<file path="config.mk">
export PLATFORM = sky130hd
export DESIGN_NAME = sacl_front_flat
export DESIGN_NICKNAME = d
export VERILOG_FILES = /design/src/rtl/core/sacl_pkg.sv /design/src/rtl/core/sacl_if.sv /design/src/rtl/core/sacl_front.sv /design/src/flat_wrapper.sv
export SDC_FILE = /design/constraint.sdc
export NUM_CORES = 1
export LEC_CHECK = 0
export ABC_AREA = 1
export ABC_CLOCK_PERIOD_IN_PS = 6750
export BUFFER_PORTS_ARGS = -buffer_cell sky130_fd_sc_hd__buf_2
export CAP_MARGIN = 20
export CORE_UTILIZATION = 60
export CTS_BUF_LIST = sky130_fd_sc_hd__clkbuf_8
export CTS_CLUSTER_SIZE = 30
export DETAILED_ROUTE_END_ITERATION = 10
export PLACE_DENSITY_LB_ADDON = 0.2
export SYNTH_ARGS = -nofsm -noshare
export SYNTH_HDL_FRONTEND = slang
export SYNTH_SLANG_ARGS = --single-unit
</file>
<file path="constraint.sdc">
create_clock -name clk -period 6.75 [get_ports clk]
set_input_delay 1.35 -clock clk [delete_from_list [all_inputs] [get_ports clk]]
set_output_delay 1.35 -clock clk [all_outputs]
set_load 0.05 [all_outputs]
</file>
<file path="src/rtl/core/sacl_pkg.sv">
// ----------------------------------------------------------------------------
// sacl_pkg: shared types and constants of the cache tag lookup
// Configuration register codes, reset values, field widths and status types.
// ----------------------------------------------------------------------------
package sacl_pkg;

  // configuration port
  localparam int CFG_IDX_W  = 2;
  localparam int CFG_DATA_W = 3;

  localparam logic [CFG_IDX_W-1:0] CFG_OFFSET_BITS = 2'd0;
  localparam logic [CFG_IDX_W-1:0] CFG_INDEX_BITS  = 2'd1;
  localparam logic [CFG_IDX_W-1:0] CFG_WAYS_LOG    = 2'd2;
  localparam logic [CFG_IDX_W-1:0] CFG_USE_LRU     = 2'd3;

  localparam logic [2:0] RST_OFFSET_BITS = 3'd1;
  localparam logic [2:0] RST_INDEX_BITS  = 3'd3;
  localparam logic [2:0] RST_WAYS_LOG    = 3'd0;
  localparam logic       RST_USE_LRU     = 1'b1;

  // geometry limits: index bits and ways log each saturate here
  localparam int GEO_MAX = 5;

  // result fields
  localparam int SET_W = 5;
  localparam int WAY_W = 5;

  // recency rank, 0 is most recent, saturates at all ones
  localparam int              RANK_W   = 5;
  localparam logic [RANK_W-1:0] RANK_MAX = 5'd31;

  // pseudo-random victim generator
  localparam int              LFSR_W    = 16;
  localparam logic [LFSR_W-1:0] LFSR_SEED = 16'hACE1;

  typedef struct packed {
    logic [2:0] offset_bits;
    logic [2:0] index_bits;
    logic [2:0] ways_log;
    logic       use_lru;
  } cfg_t;

  // back part status seen by the front part
  typedef struct packed {
    logic pop;
    logic clearing;
  } bk_stat_t;

endpackage

</file>
<file path="src/rtl/core/sacl_if.sv">
// ----------------------------------------------------------------------------
// sacl_if: request and response channels of the cache tag lookup
// Valid/ready channels; a transfer happens when valid and ready are both high.
// ----------------------------------------------------------------------------
interface sacl_in_if #(
  parameter int ADDRESS_BITS = 32
);
  logic                    valid;
  logic                    ready;
  logic [ADDRESS_BITS-1:0] address;

  modport source (output valid, output address, input ready);
  modport sink   (input valid, input address, output ready);
endinterface


</file>
<file path="src/rtl/core/sacl_front.sv">
// ----------------------------------------------------------------------------
// sacl_front: address split and request queue
// Splits each address into set, tag and tag-row position, queues it for the
// back part.
// ----------------------------------------------------------------------------
module sacl_front #(
  parameter int MAX_ENTRIES  = 32,
  parameter int ADDRESS_BITS = 32,
  localparam int CAP    = $clog2(MAX_ENTRIES + 1) - 1,
  localparam int LANE_W = (CAP >= 5) ? 5 : CAP,
  localparam int ROW_AW = (CAP > LANE_W) ? CAP - LANE_W : 1
) (
  input  logic                       clk,
  input  logic                       rst,
  input  sacl_pkg::cfg_t             cfg,
  input  sacl_pkg::bk_stat_t         stat,
  sacl_in_if.sink                    req,
  output logic                       q_valid,
  output logic [ADDRESS_BITS-1:0]    q_tag,
  output logic [sacl_pkg::SET_W-1:0] q_set,
  output logic [ROW_AW-1:0]          q_row,
  output logic [LANE_W-1:0]          q_lane,
  output logic [2:0]                 q_wl
);

  localparam int QD  = 2;
  localparam int QPW = 1;

  logic [ADDRESS_BITS-1:0]    shifted;
  logic [2:0]                 a_sat, a_eff, b_sat, b_eff;
  logic [3:0]                 cap_c, room;
  logic [sacl_pkg::SET_W-1:0] smask, set_c;
  logic [ADDRESS_BITS-1:0]    tag_c;
  logic [CAP-1:0]             base;
  logic [ROW_AW-1:0]          row_c;
  logic [LANE_W-1:0]          lane_c;
  logic                       push;

  logic [ADDRESS_BITS-1:0]    tag_m  [QD];
  logic [sacl_pkg::SET_W-1:0] set_m  [QD];
  logic [ROW_AW-1:0]          row_m  [QD];
  logic [LANE_W-1:0]          lane_m [QD];
  logic [2:0]                 wl_m   [QD];
  logic [QPW-1:0]             wr_ptr, rd_ptr;
  logic [1:0]                 count;

  // effective geometry: saturate, then fit sets * ways into the store
  always_comb begin
    cap_c = 4'(CAP);
    a_sat = (cfg.index_bits > 3'(sacl_pkg::GEO_MAX)) ? 3'(sacl_pkg::GEO_MAX)
                                                     : cfg.index_bits;
    a_eff = ({1'b0, a_sat} > cap_c) ? 3'(cap_c) : a_sat;
    room  = cap_c - {1'b0, a_eff};
    b_sat = (cfg.ways_log > 3'(sacl_pkg::GEO_MAX)) ? 3'(sacl_pkg::GEO_MAX)
                                                   : cfg.ways_log;
    b_eff = ({1'b0, b_sat} > room) ? 3'(room) : b_sat;

    shifted = req.address >> cfg.offset_bits;
    smask   = 5'((6'd1 << a_eff) - 6'd1);
    set_c   = 5'(shifted) & smask;
    tag_c   = shifted >> a_eff;
    base    = CAP'(10'(set_c) << b_eff);
    row_c   = ROW_AW'(base >> LANE_W);
    lane_c  = LANE_W'(base);
  end

  assign req.ready = (count != 2'(QD)) && !stat.clearing;
  assign push      = req.valid && req.ready;
  assign q_valid   = (count != 2'd0);

  assign q_tag  = tag_m[rd_ptr];
  assign q_set  = set_m[rd_ptr];
  assign q_row  = row_m[rd_ptr];
  assign q_lane = lane_m[rd_ptr];
  assign q_wl   = wl_m[rd_ptr];

  always_ff @(posedge clk) begin
    if (rst) begin
      wr_ptr <= '0;
      rd_ptr <= '0;
      count  <= '0;
    end else begin
      if (push) begin
        wr_ptr <= wr_ptr + 1'b1;
      end
      if (stat.pop) begin
        rd_ptr <= rd_ptr + 1'b1;
      end
      case ({push, stat.pop})
        2'b10:   count <= count + 2'd1;
        2'b01:   count <= count - 2'd1;
        default: count <= count;
      endcase
    end
  end

  always_ff @(posedge clk) begin
    if (push) begin
      tag_m[wr_ptr]  <= tag_c;
      set_m[wr_ptr]  <= set_c;
      row_m[wr_ptr]  <= row_c;
      lane_m[wr_ptr] <= lane_c;
      wl_m[wr_ptr]   <= b_eff;
    end
  end

endmodule

</file>
<file path="src/flat_wrapper.sv">
// flat-port wrapper written by rule: the top's interface ports become plain ports
module sacl_front_flat 
#(
  parameter int MAX_ENTRIES  = 32,
  parameter int ADDRESS_BITS = 32,
  localparam int CAP    = $clog2(MAX_ENTRIES + 1) - 1,
  localparam int LANE_W = (CAP >= 5) ? 5 : CAP,
  localparam int ROW_AW = (CAP > LANE_W) ? CAP - LANE_W : 1
)
  (clk, rst, cfg, stat, q_valid, q_tag, q_set, q_row, q_lane, q_wl, req_valid, req_address, req_ready);
  sacl_in_if #(.ADDRESS_BITS(ADDRESS_BITS)) req_i ();
  input  logic clk;
  input  logic rst;
  input  sacl_pkg::cfg_t cfg;
  input  sacl_pkg::bk_stat_t stat;
  output logic q_valid;
  output logic [ADDRESS_BITS-1:0] q_tag;
  output logic [sacl_pkg::SET_W-1:0] q_set;
  output logic [ROW_AW-1:0] q_row;
  output logic [LANE_W-1:0] q_lane;
  output logic [2:0] q_wl;
  input wire logic [$bits(req_i.valid)-1:0] req_valid;
  input wire logic [$bits(req_i.address)-1:0] req_address;
  output wire logic [$bits(req_i.ready)-1:0] req_ready;
  assign req_i.valid = req_valid;
  assign req_i.address = req_address;
  assign req_ready = req_i.ready;
  sacl_front #(.MAX_ENTRIES(MAX_ENTRIES), .ADDRESS_BITS(ADDRESS_BITS)) u_core (.clk(clk), .rst(rst), .cfg(cfg), .stat(stat), .req(req_i), .q_valid(q_valid), .q_tag(q_tag), .q_set(q_set), .q_row(q_row), .q_lane(q_lane), .q_wl(q_wl));
endmodule
</file>
==> flow_summary.ini <==
[critical_path]
path_max_fanout = 31
cp_data_arrival_time_ns = 4.18
path_class = primary input to register
cpPeakStageDelay_ns = 0.65
endpoint_kind = register
cp-start-kind = primary input
r2r_cells = 5
path_cells = buf_2 -> a21oi_2 -> buf_4 -> ha_1 -> nand3_1 -> nand2_1 -> o21ai_0 -> inv_1 -> nand3_1 -> nand2_1
crit_required_ns = 6.87
crit_path_top_delay_cell = a21oi_2

[final_layout]
area_growth_pct = 11.6
regArea_um2 = 2800
multi_input_area_um2 = 2770
drive_above_1_share_pct = 24.9
num-fill-cells = 745
post-route-cell-area_um2 = 6530
nets = 793
antennaDiodeCount = 0

[detailed_routing]
drt-total-wl_um = 13800
vias = 5170
first_pass_iters = 5
viasPerCell = 5.90
ant_nets = 0
drc = 0
wl_per_cell_um = 15.8
drt_iter0_markers = 493

[hold_path]
min_path_type = register to register
min_path_cells = 2

[yosys]
synth_seq_cells = 95
ys_async_sr_fraction_pct = 0
synthFlopType = edfxtp_1
synth_common_cells = nand3_1 (198), nand2_1 (164), edfxtp_1 (90)
ys_types = 34
ys_seq_area_share_pct = 47.9
syn-cell-area_um2 = 5860
ys_top_cells_by_area = edfxtp_1 (46%), nand3_1 (17%), nand2_1 (11%)
synth.most_common_cell = nand3_1
avgSynthCellArea_um2 = 8.69
synth_cells = 674
synth_top_area_share_pct = 46.2
syn_nets = 725
synth_edf_count = 90
yosys_warnings = 0
synth_top_cell_by_area = edfxtp_1

[die]
die_x_um = 101
pin_count = 95
coreArea_um2 = 9330
initial_core_util_pct = 62.8
die_area_um2 = 10200
die_h_um = 101
core.rowCount = 35

[power]
swShare_pct = 35.5
seqPwrFrac_pct = 45.8
power_frac_comb_pct = 28.8
power_density_nw_per_um2 = 238
power.leakage_nw = 2.70
ir_drop_v = 0.000103
clkPwrFrac_pct = 25.4
p_int_mw = 1.00
power_switching_uw = 550

[global_route]
antenna_found_initial = 0
grt_first_pass_wirelength_um = 22100
grt.overflow.total = 0
grt_pass1_vias = 4588
grtUsageTotal_pct = 28.5
grt_start_max_net_pins = 47

[flow_run]
maxCapViolCount = 0

[clock_network]
htreeDepth = 3
numCtsBuffers = 9
clkTransAtPathRegs_ns = 0.10
cts.hold.buffers_added = 0
clockBufferDepth = 2
cts_sinks = 95
post_cts_buffers = 0
cts_tree = built
post_cts_resized = 0
clock_latency_ns = 0.36
cts-root-buf = clkbuf_8

[timing]
slew_headroom_pct = 29.8
rsz0062_at_grt = no
fmaxAchievable_mhz = 246
worstMarginPinSlew_ns = 1.05
setup_viol = 0
hold_viol_final = 0
skew_ns = 0.00772
fin_crit_ns = 4.07
post-route-period-util_pct = 60.2
drv_slew = 0
setup_tns_ns = 0

[placed_design]
io_buffers = 92
dpl.hpwl_um = 10100
dpl-instance-area_um2 = 6320
gp_congestion = 0.901

[run_status]
outcome = finished clean
-- logic make-up (layout without fill, tap and decap cells) --
group | Yosys count | count (layout) | synth area share (%)
xor gates and xnor gates | 1 | 1 | 0.150
muxes | 46 | 46 | 8.82
AOI/OAI and AO/OA | 41 | 41 | 3.97
adders and majority gates | 4 | 4 | 0.855
and+or+nand+nor | 422 | 422 | 33.2
buffers and inverters | 64 | 137 | 5.11
other | 1 | 1 | 0.0640
DFF | 95 | 95 | 47.9
-- routing by layer --
layer  GRT usage (%)  up-vias  wire [um]
li1                -     2499          -
met2            46.1      223       6480
met5               0        -          0
met3            4.65        7       1230
met1            41.1     2441       6070
met4            5.35        0         69
-- area by class of cell --
| cell class | instances | share of cell area, % |
|---|---|---|
| Timing Repair Buffer | 97 | 7.62 |
| Sequential cell | 95 | 42.9 |
| Multi-Input combinational cell | 515 | 42.4 |
| Clock inverter | 7 | 1.34 |
| Inverter | 24 | 1.38 |
| Clock buffer | 9 | 1.90 |
| Tap cell | 129 | 2.47 |
-- layout by cell type (no fill, tap or decap) --
cell and count:
a21oi_1 9, a21oi_2 1, and2_1 1, and2_4 3
buf_2 92, buf_4 5, bufinv_16 1, clkbuf_8 9
clkinv_4 3, conb_1 1, dfxtp_1 4, dfxtp_2 1
edfxtp_1 90, ha_1 4, inv_1 22, inv_2 2
inv_6 1, inv_8 2, mux2_2 45, mux2i_1 1
nand2_1 164, nand2_2 8, nand3_1 198, nand4_1 2
nor2_1 20, nor2_2 2, nor2_4 4, nor3_1 3
nor3b_1 1, o211ai_1 2, o21ai_0 15, o21ai_1 7
o21ai_2 4, o22ai_1 3, or2_1 13, or2_2 3
xnor2_1 1
-- path summary, 6_finish.rpt --
path	from	end	slack, ns
max reg2reg	u_core.count[0]	u_core.tag_m[1][13]	4.89
min	u_core.count[0]	u_core.count[0]	0.51
min reg2reg	u_core.count[0]	u_core.count[0]	0.51
max	cfg[6]	u_core.lane_m[1][4]	2.68
-- through the flow --
stage                     instances  total power, mW  util (%)  hold WS (ns)  setup WS [ns]
after floorplan                 674             1.06         -         0.464           1.91
after global placement          860             1.15      67.8         0.477           2.56
final                           876             1.55      70.0         0.514           2.68
after detailed placement        860             1.17      67.8         0.500           2.41
after CTS                       876             1.55      70.0         0.517           2.81
after global routing            876             1.62      70.0         0.566           2.52
-- sequential cells by signal, summed over array words and instances, names as in the netlist, named ones only --
| register | flops |
|---|---|
| u_core.count | 2 |
| u_core.lane_m | 10 |
| u_core.rd_ptr | 1 |
| u_core.set_m | 10 |
| u_core.tag_m | 64 |
| u_core.wl_m | 6 |
| u_core.wr_ptr | 1 |
-- critical path: cells and delay by family --
kind | cells | cell delay, ns
AO/OA/AOI/OAI | 2 | 1.22
adder cells (fa/ha/maj) | 1 | 0.26
buffers and inverters | 3 | 0.83
AND/OR/NAND/NOR | 4 | 0.51
-- power groups by stage --
stage               clock network [mW]  registers (mW)  logic (mW)
detailed placement                   0           0.725       0.442
global route                     0.421           0.715       0.485
finish                           0.394           0.711       0.447
CTS                              0.396           0.711       0.443
floorplan                            0           0.712       0.350
global placement                     0           0.722       0.430
No activity file was read; power rests on OpenSTA's default activity.
